--- config.mk ---
export PLATFORM = sky130hd
export DESIGN_NAME = deadline_ordered_task_queue
export DESIGN_NICKNAME = d
export VERILOG_FILES = /design/src/hdl/dotq_pkg.sv /design/src/hdl/deadline_ordered_task_queue.sv
export SDC_FILE = /design/constraint.sdc
export NUM_CORES = 1
export LEC_CHECK = 0
export ABC_CLOCK_PERIOD_IN_PS = 5700
export BUFFER_PORTS_ARGS = -buffer_cell sky130_fd_sc_hd__buf_4
export CORE_ASPECT_RATIO = 0.5
export CORE_MARGIN = 1.5
export CORE_UTILIZATION = 40
export DETAILED_ROUTE_END_ITERATION = 8
export GPL_ROUTABILITY_DRIVEN = 0
export GPL_TIMING_DRIVEN = 0
export PLACE_DENSITY = 0.65
export SKIP_LAST_GASP = 1
export SLEW_MARGIN = 20
export SYNTH_ARGS = -nofsm -noshare
export SYNTH_HDL_FRONTEND = slang
export SYNTH_SLANG_ARGS = --single-unit
--- constraint.sdc ---
create_clock -name clk -period 5.7 [get_ports clk]
set_input_delay 0.855 -clock clk [delete_from_list [all_inputs] [get_ports clk]]
set_output_delay 0.855 -clock clk [all_outputs]
set_load 0.02 [all_outputs]
--- src/hdl/dotq_pkg.sv ---
// Package with the state encoding and result status codes of the deadline-ordered task queue.
package dotq_pkg;

	typedef enum logic [2:0] {
		ST_IDLE,
		ST_INS_CMP,
		ST_INS_PUT,
		ST_EXP_CMP,
		ST_EXP_FIN,
		ST_ACK
	} dotq_state_t;

	typedef logic [1:0] dotq_status_t;

	localparam dotq_status_t STATUS_ACCEPTED = 2'd0;
	localparam dotq_status_t STATUS_FULL     = 2'd1;
	localparam dotq_status_t STATUS_FIRED    = 2'd2;
	localparam dotq_status_t STATUS_NOTHING  = 2'd3;

	localparam logic FUNC_SCHEDULE = 1'b0;
	localparam logic FUNC_EXPIRE   = 1'b1;

endpackage

--- src/hdl/deadline_ordered_task_queue.sv ---
// Top level of the deadline-ordered task queue, a sorted circular buffer in one memory.
// The queue holds up to DEPTH tasks in one memory used as a circular buffer, sorted by due time,
// with ties kept in arrival order. A schedule item takes longer for every pending task with a later
// due time, since the insert walks back from the tail and moves one entry per cycle through the
// single read and write port; a full queue answers without any walk. An expire item takes longer
// for every fired task, as the head is read, compared and released one entry per cycle while the
// output is not stalled; an empty queue answers without any walk. A stalled output delays the
// expire walk and every result. The next item is accepted once the previous one has produced its
// last result, which may still sit in the output register. There is no clearing pass after reset.
module deadline_ordered_task_queue import dotq_pkg::*; #(
	parameter int DEPTH = 16
) (
	input  logic        clk,
	input  logic        arst_n,
	input  logic        in_valid,
	output logic        in_ready,
	input  logic        func,
	input  logic [31:0] time_value,
	input  logic [15:0] task_handle,
	output logic        out_valid,
	input  logic        out_ready,
	output logic [15:0] fired_handle,
	output logic [1:0]  status,
	output logic        last,
	output logic [4:0]  task_count
);

	localparam int AW = (DEPTH > 1) ? $clog2(DEPTH) : 1;
	localparam int CW = $clog2(DEPTH + 1);

	typedef logic [AW-1:0] addr_t;
	typedef logic [CW-1:0] cnt_t;
	typedef logic [47:0]   entry_t;

	entry_t mem [DEPTH];
	entry_t rd_q;

	dotq_state_t state_q, state_d;

	addr_t        head_q;
	cnt_t         cnt_q;
	cnt_t         j_q;
	logic [31:0]  tval_q;
	logic [15:0]  hnd_q;
	logic [15:0]  pend_q;
	logic         pend_valid_q;
	dotq_status_t ack_status_q;

	logic         out_valid_q;
	logic [15:0]  out_handle_q;
	dotq_status_t out_status_q;
	logic         out_last_q;
	cnt_t         out_count_q;

	logic         mem_we, mem_re;
	addr_t        mem_wa, mem_ra;
	entry_t       mem_wd;
	logic         emit, can_emit;
	logic [15:0]  emit_handle;
	dotq_status_t emit_status;
	logic         emit_last;
	logic         accept;
	logic         rd_due;
	logic         rd_later;
	cnt_t         cnt_dec, j_dec;

	function automatic addr_t phys(addr_t head, cnt_t l);
		logic [AW:0] s;
		s = {1'b0, head} + {1'b0, l[AW-1:0]};
		if (s >= (AW+1)'(DEPTH)) begin
			s = s - (AW+1)'(DEPTH);
		end
		return s[AW-1:0];
	endfunction

	assign accept   = in_valid && in_ready;
	assign can_emit = !out_valid_q || out_ready;
	assign rd_due   = rd_q[47:16] <= tval_q;
	assign rd_later = rd_q[47:16] > tval_q;
	assign cnt_dec  = cnt_q - cnt_t'(1);
	assign j_dec    = j_q - cnt_t'(1);

	always_comb begin
		state_d = state_q;
		unique case (state_q)
			ST_IDLE: begin
				if (accept) begin
					if (func == FUNC_SCHEDULE) begin
						if (cnt_q == cnt_t'(DEPTH)) begin
							state_d = ST_ACK;
						end else if (cnt_q == '0) begin
							state_d = ST_INS_PUT;
						end else begin
							state_d = ST_INS_CMP;
						end
					end else begin
						state_d = (cnt_q == '0) ? ST_ACK : ST_EXP_CMP;
					end
				end
			end
			ST_INS_CMP: begin
				if (rd_later) begin
					if (j_dec == '0) begin
						state_d = ST_INS_PUT;
					end
				end else begin
					state_d = ST_ACK;
				end
			end
			ST_INS_PUT: state_d = ST_ACK;
			ST_EXP_CMP: begin
				if (rd_due) begin
					if (!pend_valid_q || can_emit) begin
						if (cnt_dec == '0) begin
							state_d = ST_EXP_FIN;
						end
					end
				end else begin
					state_d = pend_valid_q ? ST_EXP_FIN : ST_ACK;
				end
			end
			ST_EXP_FIN: if (can_emit) state_d = ST_IDLE;
			ST_ACK:     if (can_emit) state_d = ST_IDLE;
			default:    state_d = ST_IDLE;
		endcase
	end

	always_comb begin
		in_ready    = state_q == ST_IDLE;
		mem_we      = 1'b0;
		mem_wa      = phys(head_q, j_q);
		mem_wd      = {tval_q, hnd_q};
		mem_re      = 1'b0;
		mem_ra      = head_q;
		emit        = 1'b0;
		emit_handle = '0;
		emit_status = ack_status_q;
		emit_last   = 1'b1;
		unique case (state_q)
			ST_IDLE: begin
				if (accept && cnt_q != '0 && cnt_q != cnt_t'(DEPTH)
					&& func == FUNC_SCHEDULE) begin
					mem_re = 1'b1;
					mem_ra = phys(head_q, cnt_dec);
				end else if (accept && cnt_q != '0 && func == FUNC_EXPIRE) begin
					mem_re = 1'b1;
					mem_ra = head_q;
				end
			end
			ST_INS_CMP: begin
				mem_we = 1'b1;
				if (rd_later) begin
					mem_wd = rd_q;
					if (j_dec != '0) begin
						mem_re = 1'b1;
						mem_ra = phys(head_q, j_dec - cnt_t'(1));
					end
				end
			end
			ST_INS_PUT: mem_we = 1'b1;
			ST_EXP_CMP: begin
				if (rd_due && (!pend_valid_q || can_emit)) begin
					emit        = pend_valid_q;
					emit_handle = pend_q;
					emit_status = STATUS_FIRED;
					emit_last   = 1'b0;
					if (cnt_dec != '0) begin
						mem_re = 1'b1;
						mem_ra = phys(head_q, cnt_t'(1));
					end
				end
			end
			ST_EXP_FIN: begin
				emit        = 1'b1;
				emit_handle = pend_q;
				emit_status = STATUS_FIRED;
			end
			ST_ACK:  emit = 1'b1;
			default: emit = 1'b0;
		endcase
	end

	always_ff @(posedge clk) begin
		if (mem_we) begin
			mem[mem_wa] <= mem_wd;
		end
		if (mem_re) begin
			rd_q <= mem[mem_ra];
		end
	end

	always_ff @(posedge clk or negedge arst_n) begin
		if (!arst_n) begin
			state_q      <= ST_IDLE;
			head_q       <= '0;
			cnt_q        <= '0;
			pend_valid_q <= 1'b0;
			out_valid_q  <= 1'b0;
		end else begin
			state_q <= state_d;
			if (emit && can_emit) begin
				out_valid_q <= 1'b1;
			end else if (out_ready) begin
				out_valid_q <= 1'b0;
			end
			unique case (state_q)
				ST_IDLE: pend_valid_q <= 1'b0;
				ST_INS_CMP: if (!rd_later) cnt_q <= cnt_q + cnt_t'(1);
				ST_INS_PUT: cnt_q <= cnt_q + cnt_t'(1);
				ST_EXP_CMP: begin
					if (rd_due && (!pend_valid_q || can_emit)) begin
						pend_valid_q <= 1'b1;
						head_q       <= phys(head_q, cnt_t'(1));
						cnt_q        <= cnt_dec;
					end
				end
				default: pend_valid_q <= pend_valid_q;
			endcase
		end
	end

	always_ff @(posedge clk) begin
		if (accept) begin
			tval_q <= time_value;
			hnd_q  <= task_handle;
			j_q    <= cnt_q;
			if (func == FUNC_SCHEDULE) begin
				ack_status_q <= (cnt_q == cnt_t'(DEPTH)) ? STATUS_FULL : STATUS_ACCEPTED;
			end else begin
				ack_status_q <= STATUS_NOTHING;
			end
		end
		if (state_q == ST_INS_CMP && rd_later) begin
			j_q <= j_dec;
		end
		if (state_q == ST_EXP_CMP && rd_due && (!pend_valid_q || can_emit)) begin
			pend_q <= rd_q[15:0];
		end
		if (emit && can_emit) begin
			out_handle_q <= emit_handle;
			out_status_q <= emit_status;
			out_last_q   <= emit_last;
			out_count_q  <= cnt_q;
		end
	end

	assign out_valid    = out_valid_q;
	assign fired_handle = out_handle_q;
	assign status       = out_status_q;
	assign last         = out_last_q;
	assign task_count   = 5'(out_count_q);

endmodule

== After elaboration in Yosys (flattened, before gate mapping) ==
Memories as Yosys holds them, arrays and structs flattened. A register that Yosys moved wholly into a read port is not among the register bits.
Index checks and enable logic that the tools add are counted.
Word-level totals
  flip-flop bits (word level): 109
  bits in writable memories: 768
  input port bits: 53
  output and inout bits: 26
  logic and storage cells: 131
  memories kept: 1
Cells by class
  $add $sub $neg: 12
  $lt $le $gt $ge: 6
  eq/ne operators: 14
  mux-type cells: 52
  bitwise operators: 1
  reduce and logical (&&, ||, !) cells: 31
Memory list
  mem: words 16, bits a word 48, read ports 1, clocked after Yosys merged registers in 1, write ports 1, line deadline_ordered_task_queue.sv:35  | entry_t mem [DEPTH];
Operators with widths (count)
  $mux W48: 2
  $mux W4: 9
  $gt A32 B32 Y1: 1
  $le A32 B32 Y1: 1
  $pmux W16 S2: 1
  $mux W3: 10
  $ge A5 B5 Y1 const B: 4
  $mux W5: 4
  $sub A4 B1 Y4 const B: 5
  $mux W1: 16
  $mux W16: 1
  $add A4 B4 Y5: 3
  $logic_not A5 Y1: 3
  $pmux W3 S5: 1
  $pmux W5 S3: 1
  $reduce_bool A5 Y1: 3
  $pmux W4 S3: 1
  $logic_and A1 B1 Y1: 10
  $sub A5 B1 Y5 const B: 2
  $ne A3 B3 Y1 const B: 3
  $eq A3 B2 Y1 const B: 2
  $eq A3 B3 Y1 const B: 2
  $reduce_bool A2 Y1: 3
  $add A4 B1 Y5 const B: 1
  other kinds (19): 27

== Logic depth before layout (Yosys ltp) ==
Gate-level depths: netlist of the first run.
  depth in word-level cells: 8
  mapped depth: 17
  mapped depth without buffers: 15

== Worst setup path before layout of the first run ==
No wires, ideal clock.
  path type: reg2reg
  start point: register rd_q[31], read port of mem
  end point: register rd_q[0], read port of mem, enable pin
  setup time: 0.475 ns
  arrival time: 4.560 ns
  required time: 5.225 ns
  path slack: 0.665 ns
  cell stages (with the launch flop): 8
  path buffers: 0
  period minus slack after synthesis: 5.035 ns
  path through: edfxtp_1 ha_1 nand4_1 nor4_1 and2b_1 a21oi_1 nand2_1 o221ai_1
On the way
  longest elaborated chain between the ends: 4
  elaborated cells between the ends (all ways): 9
  classes of those cells: 2 x order compare; 6 x mux; 1 x reduce/logical
RTL lines
  from (decl): line deadline_ordered_task_queue.sv:36  | entry_t rd_q;
  $le A32 B32 Y1: line deadline_ordered_task_queue.sv:78  | assign rd_due = rd_q[47:16] <= tval_q;
  $logic_and A1 B1 Y1: line deadline_ordered_task_queue.sv:162  | if (rd_due && (!pend_valid_q || can_emit)) begin
  $mux W1: line deadline_ordered_task_queue.sv:162
  $pmux W1 S3 *: line deadline_ordered_task_queue.sv:139  | unique case (state_q)
  named net mem_re: line deadline_ordered_task_queue.sv:55  | logic mem_we, mem_re;
Mark *: on every way through the listed nets, which the timed path passes. The rest lies on a longest branch.
A chain may end at the register's enable or synchronous reset.

== Final worst setup path of the first run ==
  start point: register tval_q[13]
  end point: register rd_q[45], read port of mem (data pin)
On the way
  longest elaborated chain between the ends: 4
  elaborated cells between the ends (all ways): 9
  classes of those cells: 2 x order compare; 6 x mux; 1 x reduce/logical
RTL lines
  from (decl): line deadline_ordered_task_queue.sv:43  | logic [31:0] tval_q;
  from (signal assigned): line deadline_ordered_task_queue.sv:224  | tval_q <= time_value;
  $le A32 B32 Y1: line deadline_ordered_task_queue.sv:78
  $logic_and A1 B1 Y1: line deadline_ordered_task_queue.sv:162
  $mux W4 or $mux W1 (tied branches): line deadline_ordered_task_queue.sv:162
  $pmux W4 S3 or $pmux W1 S3 (tied branches): line deadline_ordered_task_queue.sv:139
Several ways; a longest one is shown, not always the timed one.

==> results of run 1 <==
## routing by layer
metal  vias up  share of wire  routed length [µm]  GRT usage
met1     10800           0.42               41400      0.290
li1       9296              -                   -          -
met3       171          0.090                8870     0.0397
met5         -        0.00013                  13          0
met4         2          0.028                2770     0.0665
met2      1032           0.46               45100      0.326
## worst reg2reg max path, cell delays in order (launching register included)
cell,delay [ns]
sky130_fd_sc_hd__edfxtp_1,0.41
sky130_fd_sc_hd__inv_1,0.06
sky130_fd_sc_hd__ha_1,0.29
sky130_fd_sc_hd__nand4_1,0.33
sky130_fd_sc_hd__nor4_2,0.82
sky130_fd_sc_hd__a22oi_1,0.40
sky130_fd_sc_hd__a211oi_2,0.37
sky130_fd_sc_hd__mux2_1,0.39
sky130_fd_sc_hd__a221oi_4,0.55
sky130_fd_sc_hd__nor3b_2,0.65
sky130_fd_sc_hd__buf_4,0.33
sky130_fd_sc_hd__buf_2,0.39
sky130_fd_sc_hd__a32oi_1,0.19
sky130_fd_sc_hd__and4_1,0.26
## layout by cell type (no fill, tap or decap), types with 19 or more instances in the layout
cell type,count
sky130_fd_sc_hd__edfxtp_1,911
sky130_fd_sc_hd__nand2_1,417
sky130_fd_sc_hd__mux2i_1,203
sky130_fd_sc_hd__a32oi_1,180
sky130_fd_sc_hd__buf_4,91
sky130_fd_sc_hd__clkbuf_16,86
sky130_fd_sc_hd__clkbuf_1,58
sky130_fd_sc_hd__mux2_2,49
sky130_fd_sc_hd__buf_2,47
sky130_fd_sc_hd__ha_1,46
sky130_fd_sc_hd__inv_1,43
sky130_fd_sc_hd__and4_1,41
sky130_fd_sc_hd__a21oi_1,32
sky130_fd_sc_hd__clkinv_1,29
sky130_fd_sc_hd__buf_16,26
sky130_fd_sc_hd__buf_12,22
sky130_fd_sc_hd__o21ai_0,19
## kinds of logic after synthesis
kind of cell	Yosys count	share of synthesized area
AO/OA/AOI/OAI	280	0.0631
XOR/XNOR	29	0.00688
adder cells (fa/ha/maj)	49	0.0172
flip-flops	925	0.750
buffers and inverters	163	0.0228
multiplexers	253	0.0703
AND/OR/NAND/NOR	567	0.0694
## area by class of cell
type / count / share of cell area
Buffer: 118 / 0.0158
Tap cell: 1240 / 0.0360
Sequential cell: 925 / 0.644
Clock buffer: 107 / 0.0518
Timing Repair Buffer: 126 / 0.0405
Inverter: 45 / 0.00398
Multi-Input combinational cell: 1178 / 0.199
Clock inverter: 51 / 0.00962
## flip-flops by register name, summed over array words and instances (netlist names), 4 cells and up
name          flops
mem             768
rd_q             48
tval_q           32
fired_handle     16
hnd_q            16
pend_q           16
cnt_q             5
j_q               5
task_count        5
head_q            4
## how the worst min path moves through the flow
| stage | start | endpoint | slack [ns] | depth (start not counted) |
|---|---|---|---|---|
| floorplan | cnt_q[2]$_DFFE_PN0P_ | task_count[2]$_DFFE_PP_ | 0.42 | 0 |
| global placement | rd_q[2]$_DFFE_PP_ | pend_q[2]$_DFFE_PP_ | 0.43 | 0 |
| detailed placement | cnt_q[4]$_DFFE_PN0P_ | task_count[4]$_DFFE_PP_ | 0.43 | 0 |
| CTS | arst_n | head_q[3]$_DFFE_PN0P_ | 0.02 | 1 |
| global route | arst_n | head_q[3]$_DFFE_PN0P_ | 0.03 | 1 |
| finish | arst_n | head_q[3]$_DFFE_PN0P_ | 0.04 | 1 |
## stage by stage
stage / TNS (ns) / hold WS [ns] / cell area, µm² / util / setup WS, ns
after floorplan: 0 / 0.420 / 36900 / - / 0.665
after global placement: -1112.31 / 0.428 / 39100 / 0.429 / -3.82
after detailed placement: 0 / 0.431 / 40400 / 0.444 / 0.146
after CTS: 0 / 0.0164 / 43000 / 0.473 / 0.140
after global routing: -0.0230 / 0.0260 / 43100 / 0.473 / -0.0111
final: 0 / 0.0401 / 43100 / 0.473 / 0.00728
==> impl_table.tex, run 1 <==
\begin{tabular}{lr}
\hline
Metric & Value \\
\hline
\multicolumn{2}{l}{\textbf{Timing}} \\
Hold Fails Final Rpt & 0 \\
Final Setup Violations & 0 \\
Slew @ Worst Pin & 1.20 ns \\
Post-route fraction of the period consumed by the critical path & 0.999 \\
Minimum clock period after layout & 5.69 ns \\
Max Freq & 0.176 GHz \\
Number of slew-limit violations in the final report & 0 \\
Rel. slew slack & 0.199 \\
Clock tree skew after final layout & 0.0236 ns \\
\multicolumn{2}{l}{\textbf{Clocking}} \\
Clock Pin Slew Worst Setup and Hold Paths & 0.06 ns \\
Clock sinks & 925 \\
CTS Root Buffer Type & sky130\_fd\_sc\_hd\_\_clkbuf\_16 \\
Insertion delay of the later-clocked pin in the worst-skew pair & 0.66 ns \\
Number of buffers added for setup after CTS & 0 \\
Number of buffers created by CTS & 86 \\
Number of hold buffers added after CTS & 0 \\
Deepest level of the CTS H-tree & 3 \\
Post\_cts resized & 0 \\
TritonCTS clock tree & built \\
Clock Tree Buf Depth & 3 \\
\multicolumn{2}{l}{\textbf{Cells and area}} \\
Number of filler instances in the final layout & 7565 \\
Diodes inserted & 0 \\
Area occupied by multi-input gates & 0.00856 mm² \\
Storage cell area & 0.0277 mm² \\
Final non-filler cell total & 3790 \\
Synth-to-layout area growth & 16.6\% \\
Count of nets after finishing & 2582 \\
Share of final-layout standard cells stronger than drive strength 1 & 0.162 \\
\multicolumn{2}{l}{\textbf{Floorplanning}} \\
Initial standard-cell utilization of the core & 0.406 \\
Y dimension of the die & 218 µm \\
Core area & 0.0911 mm² \\
Top-level I/O count & 79 \\
\# rows & 78 \\
X dimension of the die & 433 µm \\
Floorplan die area & 0.0943 mm² \\
\multicolumn{2}{l}{\textbf{Detailed routing}} \\
Number of vias per cell after detailed routing & 5.62 \\
Post-detailed-route wirelength per cell & 25.9 µm \\
Post-detailed-route DRC marker count & 0 \\
Via count of the routed design & 21300 \\
Final Routed Wirelength & 98100 µm \\
Number of DRC markers in iteration 0 & 2820 \\
Remaining antenna violation count after routing & 0 \\
Pre-antenna DRT Iters & 5 \\
\multicolumn{2}{l}{\textbf{Critical path}} \\
Levels on crit path & 13 \\
Cell family with the largest share of critical-path delay & simple AND/OR/NAND/NOR gates \\
Critical register-to-register path endpoint & rd\_q[45]\$\_DFFE\_PP\_ \\
Worst setup path start & tval\_q[13]\$\_DFFE\_PP\_ \\
Data arrival, critical path & 6.08 ns \\
R2R setup slack & 0.007 ns \\
Worst reg2reg path depth & 13 \\
Endpoint class of the critical path & register \\
Class of the most critical setup path & reg2reg \\
Critical path buffers and inverters & 3 \\
Highest-delay cell along the critical path & sky130\_fd\_sc\_hd\_\_nor4\_2 \\
Worst stage delay on the critical path & 0.81 ns \\
Setup crit start kind & register \\
Worst path cell trace & inv\_1 > ha\_1 > nand4\_1 > nor4\_2 > a22oi\_1 > a211oi\_2 > mux2\_1 > a221oi\_4 > nor3b\_2 > buf\_4 > buf\_2 > a32oi\_1 > and4\_1 \\
Required time of the worst setup path & 6.09 ns \\
Highest net fanout along the worst path & 10 \\
Worst r2r src & tval\_q[13]\$\_DFFE\_PP\_ \\
Crit path to & rd\_q[45]\$\_DFFE\_PP\_ \\
\multicolumn{2}{l}{\textbf{Global routing}} \\
Vias in the first global route & 20500 \\
Antenna violations before repair & 2 \\
Tot GR Track Use & 0.207 \\
Maximum number of pins on one net before global-route repair & 30 \\
Wire length of the first global-routing pass & 139000 µm \\
Gr ovfl total & 0 \\
\multicolumn{2}{l}{\textbf{Synth}} \\
Fraction of synthesized cell area taken by the top area cell type & 0.741 \\
Average cell area after synthesis & 16.3 µm² \\
Post-Syn Nets & 2368 \\
Yosys top cell by area & sky130\_fd\_sc\_hd\_\_edfxtp\_1 \\
Number of synthesized register bits & 925 \\
Top cells by instance count after synthesis & sky130\_fd\_sc\_hd\_\_edfxtp\_1, sky130\_fd\_sc\_hd\_\_nand2\_1, sky130\_fd\_sc\_hd\_\_mux2i\_1, sky130\_fd\_sc\_hd\_\_a32oi\_1, sky130\_fd\_sc\_hd\_\_mux2\_2 \\
Synth async-reset ratio & 0.0151 \\
Count of different cell masters after synthesis & 70 \\
Seq/Total Area, Yosys & 0.750 \\
EDFF count, synth & 911 \\
Most used flip-flop cell after synthesis & sky130\_fd\_sc\_hd\_\_edfxtp\_1 \\
Synthesized netlist cell count & 2266 \\
Biggest area contributors in the synthesized netlist & sky130\_fd\_sc\_hd\_\_edfxtp\_1, sky130\_fd\_sc\_hd\_\_mux2i\_1, sky130\_fd\_sc\_hd\_\_a32oi\_1, sky130\_fd\_sc\_hd\_\_nand2\_1, sky130\_fd\_sc\_hd\_\_ha\_1 \\
Post-synthesis cell area & 0.0369 mm² \\
Synthesis Warnings & 0 \\
Library cell with the highest instance count after synthesis & sky130\_fd\_sc\_hd\_\_edfxtp\_1 \\
\multicolumn{2}{l}{\textbf{Placed design}} \\
\# placed instances & 3632 \\
Hpwl dp & 64700 µm \\
Input/output buffers & 78 \\
\multicolumn{2}{l}{\textbf{Hold path}} \\
Worst hold path type & in2async \\
\multicolumn{2}{l}{\textbf{Run}} \\
Max-cap check violation count & 0 \\
\multicolumn{2}{l}{\textbf{Outcome}} \\
Outcome & completed \\
\hline
\end{tabular}
Power of run 1 is left out: the tool's default activity adds up to more than one toggle a clock period on the data nets, which glitch-free logic cannot reach.
==> inputs of run 2 (changes only) <==
- CORE_ASPECT_RATIO: 0.5 -> not set
==> run 2 against run 1 <==
Against the previous run: die area down 0.12%; flip-flop and latch count unchanged; non-clock buffer count up 3; count of clock-buffer cells in the layout up 8; utilization up 0.28 points; worst hold slack better by 0.0074 ns; critical path type unchanged; highest routed layer is now met4; critical endpoint is now rd_q[23]$_DFFE_PP_.
==> impl_table.tex, run 2 (synthesis gave the netlist of run 1 again) <==
\begin{tabular}{lr}
\hline
Metric & Value \\
\hline
\multicolumn{2}{l}{\textbf{Outcome}} \\
Outcome & completed \\
\multicolumn{2}{l}{\textbf{Cells and area}} \\
Final standard cell area without fillers & 0.0435 mm² (+1.1\%) \\
Synth-to-layout area growth & 17.9\% \\
Core Util, Final & 0.476 (+0.00281) \\
Count of nets after finishing & 2594 (+0.46\%) \\
Storage cell area & 0.0277 mm² (unchanged) \\
Diodes inserted & 0 (unchanged) \\
Most flops, register & mem \\
Most frequent cells in the layout & sky130\_fd\_sc\_hd\_\_edfxtp\_1, sky130\_fd\_sc\_hd\_\_nand2\_1, sky130\_fd\_sc\_hd\_\_mux2i\_1, sky130\_fd\_sc\_hd\_\_a32oi\_1, sky130\_fd\_sc\_hd\_\_clkbuf\_16 \\
Largest regs & mem: 768 flops, rd\_q: 48 flops, tval\_q: 32 flops \\
Number of filler instances in the final layout & 7555 (-0.13\%) \\
Area occupied by multi-input gates & 0.00856 mm² (+0.10\%) \\
Number of flip-flops under the largest register name & 768 (unchanged) \\
Share of final-layout standard cells stronger than drive strength 1 & 0.170 (+0.00775) \\
Commonest non-fill, non-tap cell in the layout & sky130\_fd\_sc\_hd\_\_edfxtp\_1 \\
\multicolumn{2}{l}{\textbf{Critical path}} \\
Highest net fanout along the worst path & 10 (unchanged) \\
Setup crit start kind & register \\
Class of the most critical setup path & reg2reg \\
Endpoint class of the critical path & register \\
Required time of the worst setup path & 6.17 ns (+0.08 ns) \\
Data arrival, critical path & 6.06 ns (-0.02 ns) \\
\multicolumn{2}{l}{\textbf{Floorplanning}} \\
X dimension of the die & 307 µm (-29\%) \\
Floorplan die area & 0.0942 mm² (-0.12\%) \\
\# rows & 111 (+42\%) \\
Top-level I/O count & 79 (unchanged) \\
Initial standard-cell utilization of the core & 0.403 (-0.00208) \\
Core area & 0.0915 mm² (+0.52\%) \\
Y dimension of the die & 307 µm (+41\%) \\
\multicolumn{2}{l}{\textbf{Detailed routing}} \\
Remaining antenna violation count after routing & 0 (unchanged) \\
Final Routed Wirelength & 100000 µm (+2.1\%) \\
Number of DRC markers in iteration 0 & 2461 (-13\%) \\
Post-detailed-route DRC marker count & 0 (unchanged) \\
Via count of the routed design & 21700 (+1.6\%) \\
Number of vias per cell after detailed routing & 5.77 (+2.6\%) \\
Post-detailed-route wirelength per cell & 26.7 µm (+3.1\%) \\
Pre-antenna DRT Iters & 6 (+1) \\
\multicolumn{2}{l}{\textbf{Timing}} \\
Slew @ Worst Pin & 1.13 ns (-0.0735 ns) \\
Max Freq & 0.179 GHz (+1.7\%) \\
Minimum clock period after layout & 5.60 ns (-0.0974 ns) \\
Number of slew-limit violations in the final report & 0 (unchanged) \\
Rel. slew slack & 0.248 (+0.0490) \\
Post-route fraction of the period consumed by the critical path & 0.982 (-0.0171) \\
Final worst hold slack & 0.0475 ns (+0.00743 ns) \\
Hold Fails Final Rpt & 0 (unchanged) \\
Setup repair after global routing missed its margin & false \\
Sum of negative setup slack & 0 ns (unchanged) \\
Final Setup Violations & 0 (unchanged) \\
Clock tree skew after final layout & 0.0252 ns (+0.00160 ns) \\
\multicolumn{2}{l}{\textbf{Placed design}} \\
Hpwl dp & 65300 µm (+0.99\%) \\
Placement Cell Area & 0.0404 mm² (+0.15\%) \\
Input/output buffers & 78 (unchanged) \\
\multicolumn{2}{l}{\textbf{Clocking}} \\
Clock sinks & 925 (unchanged) \\
Deepest level of the CTS H-tree & 3 (unchanged) \\
Insertion delay of the later-clocked pin in the worst-skew pair & 0.65 ns (about the same) \\
TritonCTS clock tree & built \\
Clock Pin Slew Worst Setup and Hold Paths & 0.06 ns (about the same) \\
CTS Root Buffer Type & sky130\_fd\_sc\_hd\_\_clkbuf\_16 \\
Clock Tree Buf Depth & 3 (unchanged) \\
Number of buffers created by CTS & 95 (+10\%) \\
Number of hold buffers added after CTS & 0 (unchanged) \\
\multicolumn{2}{l}{\textbf{Run}} \\
Max-cap check violation count & 0 (unchanged) \\
\multicolumn{2}{l}{\textbf{Global routing}} \\
Maximum number of pins on one net before global-route repair & 31 (+3.3\%) \\
Wire length of the first global-routing pass & 144000 µm (+3.2\%) \\
Gr ovfl total & 0 (unchanged) \\
Tot GR Track Use & 0.211 (+0.00398) \\
Antenna violations before repair & 1 (-1) \\
Vias in the first global route & 21600 (+5.0\%) \\
\multicolumn{2}{l}{\textbf{Hold path}} \\
Worst hold path type & in2async \\
\hline
\end{tabular}
==> run 2: cell types whose count changed in the layout (fill, tap and decap cells not counted), sizes merged <==
cell,change
buf,+2
clkinv,+1
clkinvlp,+6
clkdlybuf4s15,+2
inv,-2
clkbuf,+7
bufinv,+3
==> run 2: critical path, stage by stage (launching register included) <==
cell and delay (ns):
sky130_fd_sc_hd__edfxtp_1 0.48, sky130_fd_sc_hd__ha_1 0.36, sky130_fd_sc_hd__nand4_1 0.32, sky130_fd_sc_hd__nor4_4 0.62, sky130_fd_sc_hd__or3b_1 0.52, sky130_fd_sc_hd__a31o_1 0.36, sky130_fd_sc_hd__nand2_4 0.17, sky130_fd_sc_hd__mux2i_1 0.33
sky130_fd_sc_hd__o221a_1 0.24, sky130_fd_sc_hd__buf_2 0.22, sky130_fd_sc_hd__buf_2 0.37, sky130_fd_sc_hd__clkdlybuf4s15_1 0.74, sky130_fd_sc_hd__nand2_1 0.13, sky130_fd_sc_hd__a32oi_1 0.24, sky130_fd_sc_hd__and3_1 0.27
==> run 2: worst paths after layout <==
path / start / end / slack, ns / depth (start not counted)
setup / recovery: rd_q[47]$_DFFE_PP_ / rd_q[23]$_DFFE_PP_ / 0.10 / 14
hold / removal: arst_n / cnt_q[3]$_DFFE_PN0P_ / 0.05 / 1
setup reg to reg: rd_q[47]$_DFFE_PP_ / rd_q[23]$_DFFE_PP_ / 0.10 / 14
hold reg to reg: rd_q[1]$_DFFE_PP_ / pend_q[1]$_DFFE_PP_ / 0.45 / 0
max in group asynchronous: arst_n / pend_valid_q$_DFFE_PN0P_ / 5.47 / 1
min in group clk: time_value[22] / tval_q[22]$_DFFE_PP_ / 0.38 / 1
==> run 2: routing by layer <==
| layer | routed length [µm] | up-vias | global-route usage |
|---|---|---|---|
| met3 | 9210 | 208 | 0.0401 |
| met4 | 3280 | 0 | 0.0703 |
| met2 | 47400 | 1130 | 0.341 |
| li1 | - | 9311 | - |
| met5 | 0 | - | 0 |
| met1 | 40400 | 11000 | 0.287 |
==> run 2: what timing repair did <==
item	4_1_cts	5_1_grt
resized for setup	0	6
setup endpoints to repair	0	31
setup buffers	0	0
==> run 2: through the flow <==
| stage | std cells | setup slack [ns] |
|---|---|---|
| after CTS | 3754 | 0.0399 |
| after global routing | 3755 | 0.0888 |
| after floorplan | 2266 | 0.665 |
| after global placement | 3530 | -4.25 |
| after detailed placement | 3580 | 0.101 |
| final | 3755 | 0.105 |
==> run 2: cell type report <==
cell class / count / area share
Buffer: 118 / 0.0158
Clock buffer: 115 / 0.0580
Clock inverter: 59 / 0.0119
Inverter: 45 / 0.00394
Multi-Input combinational cell: 1178 / 0.197
Sequential cell: 925 / 0.637
Tap cell: 1186 / 0.0341
Timing Repair Buffer: 129 / 0.0430
Power of run 2 is left out for the same reason.
